<file path="src/rtl/core/asa_pkg.sv">
`timescale 1ns / 1ps

package asa_pkg;

    // Fixed field widths of the command and result transfers.
    localparam int KIND_W     = 3;
    localparam int SLOT_IDX_W = 4;
    localparam int PORT_ID_W  = 16;
    localparam int COUNT_W    = 32;

    // Command codes.
    localparam logic [KIND_W-1:0] KIND_BOOK   = 3'd0;
    localparam logic [KIND_W-1:0] KIND_CAS    = 3'd1;
    localparam logic [KIND_W-1:0] KIND_CANCEL = 3'd2;
    localparam logic [KIND_W-1:0] KIND_SETP   = 3'd3;
    localparam logic [KIND_W-1:0] KIND_READ   = 3'd4;

    localparam logic [COUNT_W-1:0] COUNT_MAX = '1;

    typedef struct packed {
        logic [KIND_W-1:0]     kind;
        logic [PORT_ID_W-1:0]  function_id;
        logic [SLOT_IDX_W-1:0] home_domain;
        logic [SLOT_IDX_W-1:0] target_domain;
        logic [PORT_ID_W-1:0]  expected_id;
    } t_cmd;

    typedef struct packed {
        logic [SLOT_IDX_W-1:0] granted_domain;
        logic                  success;
        logic [PORT_ID_W-1:0]  owner_id;
        logic [PORT_ID_W-1:0]  previous_id;
        logic [PORT_ID_W-1:0]  primary_id;
        logic [COUNT_W-1:0]    usage_count;
    } t_result;

    // Status of one slot as seen by the shared evaluation unit.
    typedef struct packed {
        logic free;
        logic last_empty;
        logic ok;
        logic wr;
        logic claim;
    } t_eval;

    typedef enum logic [1:0] {
        ST_IDLE,
        ST_SCAN,
        ST_LOOK,
        ST_APPLY
    } t_state;

endpackage

</file>
<file path="src/rtl/core/asa_ram.sv">
`timescale 1ns / 1ps

module asa_ram #(
    parameter int WIDTH = 48,
    parameter int DEPTH = 16
) (
    input  logic                     i_clk,
    input  logic                     i_we,
    input  logic [$clog2(DEPTH)-1:0] i_waddr,
    input  logic [WIDTH-1:0]         i_wdata,
    input  logic [$clog2(DEPTH)-1:0] i_raddr,
    output logic [WIDTH-1:0]         o_rdata
);

    logic [WIDTH-1:0] r_mem [DEPTH];
    logic [WIDTH-1:0] r_rdata;

    // One write port and one registered read port.
    always_ff @(posedge i_clk) begin
        if (i_we) begin
            r_mem[i_waddr] <= i_wdata;
        end
        r_rdata <= r_mem[i_raddr];
    end

    assign o_rdata = r_rdata;

endmodule

</file>
<file path="src/rtl/core/asa_slot_eval.sv">
`timescale 1ns / 1ps

module asa_slot_eval #(
    parameter int ID_BITS = 16
) (
    input  logic [asa_pkg::KIND_W-1:0] i_kind,
    input  logic [ID_BITS-1:0]         i_id,
    input  logic [ID_BITS-1:0]         i_expected,
    input  logic                       i_slot_zero,
    input  logic [ID_BITS-1:0]         i_owner,
    input  logic [ID_BITS-1:0]         i_last,
    input  logic [ID_BITS-1:0]         i_primary,
    output logic [ID_BITS-1:0]         o_owner,
    output logic [ID_BITS-1:0]         o_last,
    output logic [ID_BITS-1:0]         o_primary,
    output asa_pkg::t_eval             o_stat
);

    import asa_pkg::*;

    // Shared compare unit: used for every slot of a search and for the final update.
    always_comb begin
        o_owner           = i_owner;
        o_last            = i_last;
        o_primary         = i_primary;
        o_stat            = '0;
        o_stat.free       = (i_owner == '0);
        o_stat.last_empty = (i_last == '0);
        case (i_kind)
            KIND_BOOK: begin
                if (o_stat.free) begin
                    o_owner      = i_id;
                    o_last       = i_id;
                    o_stat.ok    = 1'b1;
                    o_stat.wr    = 1'b1;
                    o_stat.claim = 1'b1;
                end
            end
            KIND_CAS: begin
                if (!i_slot_zero && i_owner == i_expected) begin
                    o_owner   = i_id;
                    o_stat.ok = 1'b1;
                    o_stat.wr = 1'b1;
                end
            end
            KIND_CANCEL: begin
                if (i_last == i_id) begin
                    o_last    = '0;
                    o_primary = '0;
                    o_stat.wr = 1'b1;
                end
            end
            KIND_SETP: begin
                o_primary = i_id;
                o_stat.wr = 1'b1;
            end
            default: begin
            end
        endcase
    end

endmodule

</file>
<file path="src/rtl/core/affinity_slot_allocator.sv">
// A request that fails early is answered from idle; a request on one slot reads it (ST_LOOK)
// and then updates it (ST_APPLY); a search booking scans the table first, then does the same.
// Throughput: one command at a time; busy stays high until the result strobe is issued.
// The search is bounded by one slot-table read per cycle through the shared compare unit.
// Synchronous active-low reset empties all slots at once and clears the usage count.
// Results are strobed for one cycle on o_done; the receiver cannot stall.
`timescale 1ns / 1ps

module affinity_slot_allocator #(
    parameter int SLOT_COUNT        = 16,
    parameter int ID_BITS           = 16,
    parameter int FIRST_SEARCH_SLOT = 2
) (
    input  logic             i_clk,
    input  logic             i_rst_n,
    input  logic             start,
    input  asa_pkg::t_cmd    i_cmd,
    output logic             busy,
    output logic             o_done,
    output asa_pkg::t_result o_result
);

    import asa_pkg::*;

    localparam int SLOT_W   = $clog2(SLOT_COUNT);
    localparam int SCAN_MAX = (SLOT_COUNT > FIRST_SEARCH_SLOT) ? SLOT_COUNT : FIRST_SEARCH_SLOT;
    localparam int SCAN_W   = $clog2(SCAN_MAX + 1);
    localparam int ROW_W    = 3 * ID_BITS;

    t_state              r_state, n_state;
    t_cmd                r_cmd, n_cmd;
    logic [SLOT_W-1:0]   r_addr, n_addr;
    logic [SCAN_W-1:0]   r_scan, n_scan;
    logic [SLOT_W-1:0]   r_chk_idx, n_chk_idx;
    logic                r_chk_v, n_chk_v;
    logic                r_free_found, n_free_found;
    logic [SLOT_W-1:0]   r_free_idx, n_free_idx;
    logic [SLOT_COUNT-1:0] r_valid, n_valid;
    logic                r_rd_valid;
    logic [COUNT_W-1:0]  r_count, n_count;
    logic                r_done, n_done;
    t_result             r_result, n_result;

    logic [SLOT_W-1:0]   rd_addr;
    logic                rd_in_range;
    logic [ROW_W-1:0]    ram_q;
    logic [ROW_W-1:0]    row;
    logic                ram_we;
    logic [ID_BITS-1:0]  new_owner, new_last, new_primary;
    logic [ID_BITS-1:0]  cmd_id, cmd_expected, in_id;
    t_eval               stat;

    logic                issue, hit, cand, at_last, none_left;

    assign cmd_id       = ID_BITS'(r_cmd.function_id);
    assign cmd_expected = ID_BITS'(r_cmd.expected_id);
    assign in_id        = ID_BITS'(i_cmd.function_id);

    // Table read address: the search index while scanning, else the addressed slot.
    assign rd_addr     = (r_state == ST_SCAN) ? r_scan[SLOT_W-1:0] : r_addr;
    assign rd_in_range = (int'(rd_addr) < SLOT_COUNT);

    // Slots never written since reset read as empty.
    assign row = r_rd_valid ? ram_q : '0;

    asa_ram #(
        .WIDTH (ROW_W),
        .DEPTH (SLOT_COUNT)
    ) u_table (
        .i_clk   (i_clk),
        .i_we    (ram_we),
        .i_waddr (r_addr),
        .i_wdata ({new_owner, new_last, new_primary}),
        .i_raddr (rd_addr),
        .o_rdata (ram_q)
    );

    asa_slot_eval #(
        .ID_BITS (ID_BITS)
    ) u_eval (
        .i_kind      (r_cmd.kind),
        .i_id        (cmd_id),
        .i_expected  (cmd_expected),
        .i_slot_zero (r_addr == '0),
        .i_owner     (row[ROW_W-1 -: ID_BITS]),
        .i_last      (row[2*ID_BITS-1 -: ID_BITS]),
        .i_primary   (row[ID_BITS-1:0]),
        .o_owner     (new_owner),
        .o_last      (new_last),
        .o_primary   (new_primary),
        .o_stat      (stat)
    );

    // Search bookkeeping for the pipelined scan.
    assign issue     = (r_scan < SCAN_W'(SLOT_COUNT));
    assign hit       = r_chk_v && stat.free && stat.last_empty;
    assign cand      = r_chk_v && stat.free;
    assign at_last   = r_chk_v && (r_chk_idx == SLOT_W'(SLOT_COUNT - 1));
    assign none_left = !r_chk_v && !issue;

    assign ram_we = (r_state == ST_APPLY) && stat.wr;

    // Sequencer: next state, table update and result formation.
    always_comb begin
        n_state      = r_state;
        n_cmd        = r_cmd;
        n_addr       = r_addr;
        n_scan       = r_scan;
        n_chk_idx    = r_chk_idx;
        n_chk_v      = r_chk_v;
        n_free_found = r_free_found;
        n_free_idx   = r_free_idx;
        n_valid      = r_valid;
        n_count      = r_count;
        n_done       = 1'b0;
        n_result     = r_result;
        case (r_state)
            ST_IDLE: begin
                if (start) begin
                    n_cmd                = i_cmd;
                    n_result             = '0;
                    n_result.usage_count = r_count;
                    case (i_cmd.kind)
                        KIND_BOOK: begin
                            if (in_id == '0) begin
                                n_done = 1'b1;
                            end else if (i_cmd.home_domain != '0) begin
                                if (int'(i_cmd.home_domain) < SLOT_COUNT) begin
                                    n_addr  = SLOT_W'(i_cmd.home_domain);
                                    n_state = ST_LOOK;
                                end else begin
                                    n_done = 1'b1;
                                end
                            end else begin
                                n_scan       = SCAN_W'(FIRST_SEARCH_SLOT);
                                n_chk_v      = 1'b0;
                                n_free_found = 1'b0;
                                n_state      = ST_SCAN;
                            end
                        end
                        KIND_CANCEL: begin
                            if (int'(i_cmd.home_domain) < SLOT_COUNT) begin
                                n_addr  = SLOT_W'(i_cmd.home_domain);
                                n_state = ST_LOOK;
                            end else begin
                                n_done = 1'b1;
                            end
                        end
                        KIND_CAS, KIND_SETP, KIND_READ: begin
                            if (int'(i_cmd.target_domain) < SLOT_COUNT) begin
                                n_addr  = SLOT_W'(i_cmd.target_domain);
                                n_state = ST_LOOK;
                            end else begin
                                n_done = 1'b1;
                            end
                        end
                        default: begin
                            n_done = 1'b1;
                        end
                    endcase
                end
            end
            ST_SCAN: begin
                // Issue one slot read per cycle and check the slot read in the cycle before.
                if (issue) begin
                    n_scan = r_scan + 1'b1;
                end
                n_chk_v   = issue;
                n_chk_idx = r_scan[SLOT_W-1:0];
                if (cand && !r_free_found) begin
                    n_free_found = 1'b1;
                    n_free_idx   = r_chk_idx;
                end
                if (hit) begin
                    n_addr  = r_chk_idx;
                    n_state = ST_LOOK;
                end else if (at_last || none_left) begin
                    if (r_free_found) begin
                        n_addr  = r_free_idx;
                        n_state = ST_LOOK;
                    end else if (cand) begin
                        n_addr  = r_chk_idx;
                        n_state = ST_LOOK;
                    end else begin
                        n_done  = 1'b1;
                        n_state = ST_IDLE;
                    end
                end
            end
            ST_LOOK: begin
                n_state = ST_APPLY;
            end
            ST_APPLY: begin
                if (stat.wr) begin
                    n_valid[r_addr] = 1'b1;
                end
                if (stat.claim && r_count != COUNT_MAX) begin
                    n_count = r_count + 1'b1;
                end
                n_result.usage_count = n_count;
                n_result.success     = stat.ok;
                if (r_cmd.kind == KIND_BOOK && !stat.ok) begin
                    n_result.granted_domain = '0;
                    n_result.owner_id       = '0;
                    n_result.previous_id    = '0;
                    n_result.primary_id     = '0;
                end else begin
                    n_result.granted_domain = (r_cmd.kind == KIND_BOOK) ?
                                              SLOT_IDX_W'(r_addr) : '0;
                    n_result.owner_id       = PORT_ID_W'(new_owner);
                    n_result.previous_id    = PORT_ID_W'(new_last);
                    n_result.primary_id     = PORT_ID_W'(new_primary);
                end
                n_done  = 1'b1;
                n_state = ST_IDLE;
            end
            default: begin
                n_state = ST_IDLE;
            end
        endcase
    end

    // Control state.
    always_ff @(posedge i_clk) begin
        if (!i_rst_n) begin
            r_state      <= ST_IDLE;
            r_chk_v      <= 1'b0;
            r_free_found <= 1'b0;
            r_valid      <= '0;
            r_count      <= '0;
            r_done       <= 1'b0;
            r_rd_valid   <= 1'b0;
        end else begin
            r_state      <= n_state;
            r_chk_v      <= n_chk_v;
            r_free_found <= n_free_found;
            r_valid      <= n_valid;
            r_count      <= n_count;
            r_done       <= n_done;
            r_rd_valid   <= rd_in_range && r_valid[rd_addr];
        end
    end

    // Payload registers.
    always_ff @(posedge i_clk) begin
        r_cmd      <= n_cmd;
        r_addr     <= n_addr;
        r_scan     <= n_scan;
        r_chk_idx  <= n_chk_idx;
        r_free_idx <= n_free_idx;
        r_result   <= n_result;
    end

    assign busy     = (r_state != ST_IDLE);
    assign o_done   = r_done;
    assign o_result = r_result;

    // Every table update is followed by a result transfer.
    a_apply_done: assert property (@(posedge i_clk) disable iff (!i_rst_n)
        r_state == ST_APPLY |=> o_done)
        else $error("update cycle not followed by a result");

    // A granted slot always comes with success.
    a_grant_ok: assert property (@(posedge i_clk) disable iff (!i_rst_n)
        (o_done && o_result.granted_domain != '0) |-> o_result.success)
        else $error("slot granted without success");

    // The usage count never falls outside reset.
    a_count_mono: assert property (@(posedge i_clk) disable iff (!i_rst_n)
        $past(i_rst_n) |-> r_count >= $past(r_count))
        else $error("usage count decreased");

endmodule

</file>
<file path="config.mk">
export PLATFORM = sky130hd
export DESIGN_NAME = affinity_slot_allocator
export DESIGN_NICKNAME = d
export VERILOG_FILES = /design/src/rtl/core/asa_pkg.sv /design/src/rtl/core/asa_ram.sv /design/src/rtl/core/asa_slot_eval.sv /design/src/rtl/core/affinity_slot_allocator.sv
export SDC_FILE = /design/constraint.sdc
export NUM_CORES = 1
export LEC_CHECK = 0
export ABC_AREA = 1
export BUFFER_PORTS_ARGS = -buffer_cell sky130_fd_sc_hd__buf_2
export CAP_MARGIN = 10
export CORE_MARGIN = 10
export CORE_UTILIZATION = 50
export CTS_CLUSTER_SIZE = 8
export DETAILED_ROUTE_END_ITERATION = 10
export GPL_TIMING_DRIVEN = 0
export PLACE_DENSITY_LB_ADDON = 0.2
export REMOVE_ABC_BUFFERS = 1
export SYNTH_ARGS = -nofsm -noshare
export SYNTH_HDL_FRONTEND = slang
export SYNTH_SLANG_ARGS = --single-unit
</file>
<file path="constraint.sdc">
create_clock -name i_clk -period 8.05 [get_ports i_clk]
set_input_delay 1.61 -clock i_clk [delete_from_list [all_inputs] [get_ports i_clk]]
set_output_delay 1.61 -clock i_clk [all_outputs]
set_load 0.02 [all_outputs]
</file>
* Word level (Yosys, flattened, before mapping)
Memory sizes are Yosys's and may differ from the RTL's. A register that Yosys moved wholly into a read port is not among the register bits.
Cells that the tools add are included.
** Word-level totals
- Register bits after elaboration :: 191
- Memory bits (writable) :: 768
- Input bits :: 46
- Output and inout port bits :: 87
- Memories kept :: 1
** Cells by class
- $add $sub $neg :: 2
- Order comparisons :: 4
- Equal/unequal tests :: 26
- Muxes and demuxes :: 67
- Bitwise operators :: 1
- Reductions and logical operators :: 38
** Memories
- u_table.r_mem :: words 16, width 48, read ports 1, clocked after memory_dff 1, wr ports 1, RTL line asa_ram.sv:15 : logic [WIDTH-1:0] r_mem [DEPTH];
** Operator list (number)
- $pmux 85 s2 :: 1
- $mux 48 :: 2
- $pmux 16 s2 :: 3
- $mux 85 :: 1
- $mux 16 :: 5
- $logic_not 16->1 :: 3
- $mux 4 :: 10
- $add 32x1->32 const B :: 1
- $eq 16x16->1 :: 2
- $mux 32 :: 1
- $ne 32x32->1 const B :: 1
- $mux 5 :: 5
- $mux 1 :: 17
- $mux 2 :: 8
- $or 16x16->16 :: 1
- $eq 3x2->1 const B :: 4
- $pmux 4 s3 :: 1
- $reduce_and 6->1 :: 2
- $logic_and 1x1->1 :: 10
- $lt 4x5->1 const B :: 2
- $pmux 5 s2 :: 1
- $ne 2x2->1 const B :: 4
- $pmux 1 s2 :: 4
- $pmux 2 s4 :: 1
- 33 further kinds :: 48

* Logic depth before layout (Yosys ltp)
- Word-level depth :: 9
- Mapped depth :: 16
- Gate-level depth less buffers :: 13

* Hierarchy
From an unflattened synthesis, not the netlist that was laid out.
** Unflattened totals
- Cell total of the unflattened synthesis :: 4590
- Area total of the unflattened synthesis :: 44779.2 um2
** Modules (own cells, without submodules)
- asa_ram :: times used 1, cells each 3165, area each 33988.8 um2
- affinity_slot_allocator :: times used 1, cells each 924, area each 8501.9 um2
- asa_slot_eval :: times used 1, cells each 501, area each 2288.4 um2

* Least setup slack after synthesis
OpenSTA, ideal clock, no wires.
- Kind :: input to register
- Start :: input start
- End :: register r_result (netlist bit o_result[0]), enable pin
- Setup time :: 447 ps
- Arrival :: 5329 ps
- Required time :: 7603 ps
- Path slack :: 2274 ps
- Stages on the path :: 4
- Cell sequence :: inv_1 > nor2_1 > inv_1 > nand2_1
** Between the ends
- Cells in the longest elaborated chain, start to end :: 2
** Ends and longest elaborated chain
- start, declared :: RTL line affinity_slot_allocator.sv:16 : input logic start,
- $ne 2x2->1 (no source line)
- $reduce_and 2->1 (no source line)
- end signal, assigned :: RTL line affinity_slot_allocator.sv:251 : r_result <= n_result;
- end, declared :: RTL line affinity_slot_allocator.sv:42 : t_result r_result, n_result;
Every way passes these cells.
A chain may end at the register's enable or synchronous reset.

* Final worst setup path
- Start :: register r_rd_valid
- End :: memory u_table.r_mem[3][28], enable pin
** Between the ends
- Cells in the longest elaborated chain, start to end :: 8
- Elaborated cells on any way between the ends :: 12
- Those cells by class :: eq/ne: 2; mux: 7; reduce/logical: 3
** Ends and longest elaborated chain
- start, declared :: RTL line affinity_slot_allocator.sv:39 : logic r_rd_valid;
- start signal, assigned :: RTL line affinity_slot_allocator.sv:240 : r_rd_valid <= rd_in_range && r_valid[rd_addr];
- $mux 48 (*) :: RTL line affinity_slot_allocator.sv:64 : assign row = r_rd_valid ? ram_q : '0;
- $eq 16x16->1 :: RTL line asa_slot_eval.sv:40 : if (!i_slot_zero && i_owner == i_expected) begin
- $logic_and 1x1->1 :: RTL line asa_slot_eval.sv:40
- $mux 2 :: RTL line asa_slot_eval.sv:40
- $pmux 1 s4 (*) :: RTL line asa_slot_eval.sv:29 : case (i_kind)
- $logic_and 1x1->1 (*) :: RTL line affinity_slot_allocator.sv:101 : assign ram_we = (r_state == ST_APPLY) && stat.wr;
- $mux 1 (*) :: RTL line asa_ram.sv:20 : if (i_we) begin
- $mux 1 (implied by the code) (*) :: RTL line asa_ram.sv:21 : r_mem[i_waddr] <= i_wdata;
- end, declared :: RTL line asa_ram.sv:15
Every way passes the cells marked *; elsewhere a longest branch is shown, timed or not.

==> flow_summary.ini <==
[global_route]
use_met3 = 0.0460
grtUsageTotal = 0.242
grt_pass1_wl_um = 172000
antenna_found_initial = 3
top_usage_layer = met2
met1_usage = 0.311
grt_start_max_net_pins = 161
use_met2 = 0.398
grt_remaining_overflow = 0
first_global_vias = 28000

[route]
routed_wl_um = 116000
drtPass1Iterations = 6
vias = 28500
drt-initial-drc-count = 3454
drtAntennaViolNets = 0
viasPerCell = 6.06
remaining_drc_errors = 0
avgRoutedWirePerCell_um = 24.7

[placed_design]
port_buffers = 132
place_inst = 4448
hpwl_um = 67000
post-place-ws_ps = 3930
globalplace.congestion = 0.912

[sta]
tns_ps = 0
min_period_ps = 4090
fin_skew_ps = 46.2
rsz0062_at_grt = false
finalMaxSlewViolations = 0
post-route-period-util = 0.508
finalSetupViolations = 0
max_clock_freq_ghz = 0.245
relSlewSlack = 0.124
worst_pin_slew_ps = 1310
hold_viol = 0
setup_slack_ps = 3960

[critical_path]
endpoint_kind = flop
path_class = flop to flop
crit_arrival_ps = 4480
worstPathMaxFanout = 27
cp.required_ps = 8440
r2r-start = r_rd_valid$_SDFF_PN0_
cpMostUsedCell = nand2_1
crit_buf_inv = 2
ff2ff_path_depth = 11
rr_endpoint = u_table.r_mem[3][28]$_DFFE_PP_
crit_family = simple AND/OR/NAND/NOR gates
crit_chain = nand2_2 -> nand2_1 -> nand2_1 -> nor2_1 -> nand2_1 -> nor2_1 -> nand4_1 -> nand3_4 -> nand3_1 -> inv_4 -> buf_12
max_stage_delay_ps = 670
cp.depth = 11
crit_slowest_cell = dfxtp_4
cp-start-kind = flop
critPathLaunch = r_rd_valid$_SDFF_PN0_
reg2reg_slack_ps = 3960

[cts]
tritoncts = done
cts_buffers = 144
cts_setup_buffers = 0
clk_pin_slew_worst_paths_ps = 50
cts_max_level = 4
cts.hold.buffers_added = 0
cts.repair.resized = 0
clk_latency_ps = 750
cts_buffer_depth = 3
cts_sinks = 1007
root_buffer = clkbuf_16

[final_layout]
finalNonFillerCells = 4705
nNetsFinal = 3589
fill_cells = 6259
layout_common_cells = edfxtp_1, nor2_1, nand2_1
mostFrequentLayoutCell = edfxtp_1
area_growth_pct = 16.2
utilization = 0.587
layout-drive-gt1-share = 0.112
antenna_cells = 0

[hold_path]
min_from = r_valid[15]$_SDFFE_PN0P_
hp-class = flop to flop
hold_end = r_valid[15]$_SDFFE_PN0P_
hold_depth = 2

[synthesis]
yosysSeqAreaShare = 0.715
async_reset_ff_frac = 0
syn_area_mm2 = 0.0408
synth_top_family_by_area = simple AND/OR/NAND/NOR gates
synth-adder-area-share = 0.000613
synthXorXnorAreaFrac = 0.00493
synthSimpleGateAreaFrac = 0.124
netlist_instances = 3415
yosys_warnings = 0
synth_compound_area_frac = 0.117
ys_types = 49
synth_edf_count = 905
ys.flop_type = edfxtp_1
ys_ff_latch = 1007
syn_area_per_cell_um2 = 12.0
synthMuxAreaShare = 0

[floorplanning]
initial_core_util = 0.506
chipWidth_um = 306
coreArea_mm2 = 0.0808
dieArea_mm2 = 0.0935
die_y_um = 306
rows = 104
ios = 133

[flow_run]
drv_cap = 0

[status]
outcome = complete, no violations

[power_and_ir_drop]
p_leak_nw = 16.9
power_density_mw_per_mm2 = 285
ir_worst_vdd_v = 0.000196
==> cells by family after synthesis <==
logic type / count (synthesis)
AO/OA/AOI/OAI: 793
XOR/XNOR: 23
adder cells (fa/ha/maj): 2
buffers and inverters: 378
flip-flops: 1007
AND/OR/NAND/NOR: 1212
==> synth_stat cells (2+ instances only) <==
library cell,count,share of area
inv_1,170,0.016
o21a_1,2,0.00037
a22oi_1,10,0.0018
nand2_4,2,0.00055
buf_1,13,0.0012
o21ai_1,9,0.0011
ha_1,2,0.00061
buf_8,2,0.00074
xnor2_1,6,0.0013
inv_2,6,0.00055
o221ai_1,140,0.030
a31oi_1,14,0.0021
nor2_1,516,0.047
edfxtp_1,905,0.67
o21bai_1,3,0.00055
nand4_1,40,0.0061
o211ai_1,67,0.012
nand3_1,154,0.019
buf_2,35,0.0043
nand3b_1,9,0.0017
xor2_1,17,0.0036
nor2_4,2,0.00055
a211oi_1,4,0.00074
nor3_1,10,0.0012
o21ai_0,410,0.050
or2_2,2,0.00031
a21oi_1,86,0.011
buf_6,6,0.0017
nor2_2,3,0.00046
nand3_4,2,0.00086
nand2_2,17,0.0026
clkbuf_1,138,0.013
o22ai_1,44,0.0067
dfxtp_1,102,0.050
buf_4,7,0.0013
nand2_1,447,0.041
==> power breakdown <==
part	total [W]	leakage, nW	switching (W)	internal (W)
Sequential	0.00615	9.25	0.000114	0.00604
Combinational	0.00174	5.60	0.00128	0.000466
Clock	0.00563	2.03	0.00226	0.00337
Total	0.0135	16.9	0.00365	0.00987
==> stage by stage <==
step	total power (W)	cell area, um2	hold slack, ps
CTS	0.0135	47400	452
global placement	0.00791	41900	435
detailed placement	0.00795	43100	442
finish	0.0135	47500	451
floorplan	0.00729	40000	427
global route	0.0140	47500	465
==> worst max path at each step <==
stage,to,slack [ps]
5_1_grt,o_result[52]$_SDFFCE_PP0P_,3770
4_1_cts,u_table.r_mem[3][28]$_DFFE_PP_,3890
2_1_floorplan,u_table.o_rdata[20]$_DFF_P_,-870
3_3_place_gp,r_rd_valid$_SDFF_PN0_,-13480
6_report,u_table.r_mem[3][28]$_DFFE_PP_,3960
3_5_place_dp,u_table.r_mem[3][11]$_DFFE_PP_,3930
==> final cells by class <==
cell class              instances  area (um2)  area share
flip-flops and latches       1007       29200       0.616
repair buffers                181        1740      0.0366
multi-input cells            2030       10100       0.214
clock buffers                 232        3930      0.0829
inverters                     177         727      0.0153
well taps                    1060        1330      0.0279
clock inverters                18         368     0.00775
==> registers in the layout, indices dropped and copies added, names as in the netlist, 5 cells and up <==
name / flops
r_scan: 5
r_count: 32
u_table.o_rdata: 48
r_valid: 16
cmd_id: 16
o_result: 85
u_table.r_mem: 768
cmd_expected: 16
==> worst min-delay path: stages (launching register included) <==
cell and delay, ps:
dfxtp_1 310, inv_1 50, a21oi_1 50
==> layer usage <==
layer	up-vias	share of wire
met5	-	0
met1	14100	0.39
met4	0	0.040
met3	260	0.087
met2	1455	0.48
li1	12700	-
No activity file was read; power rests on OpenSTA's default activity.
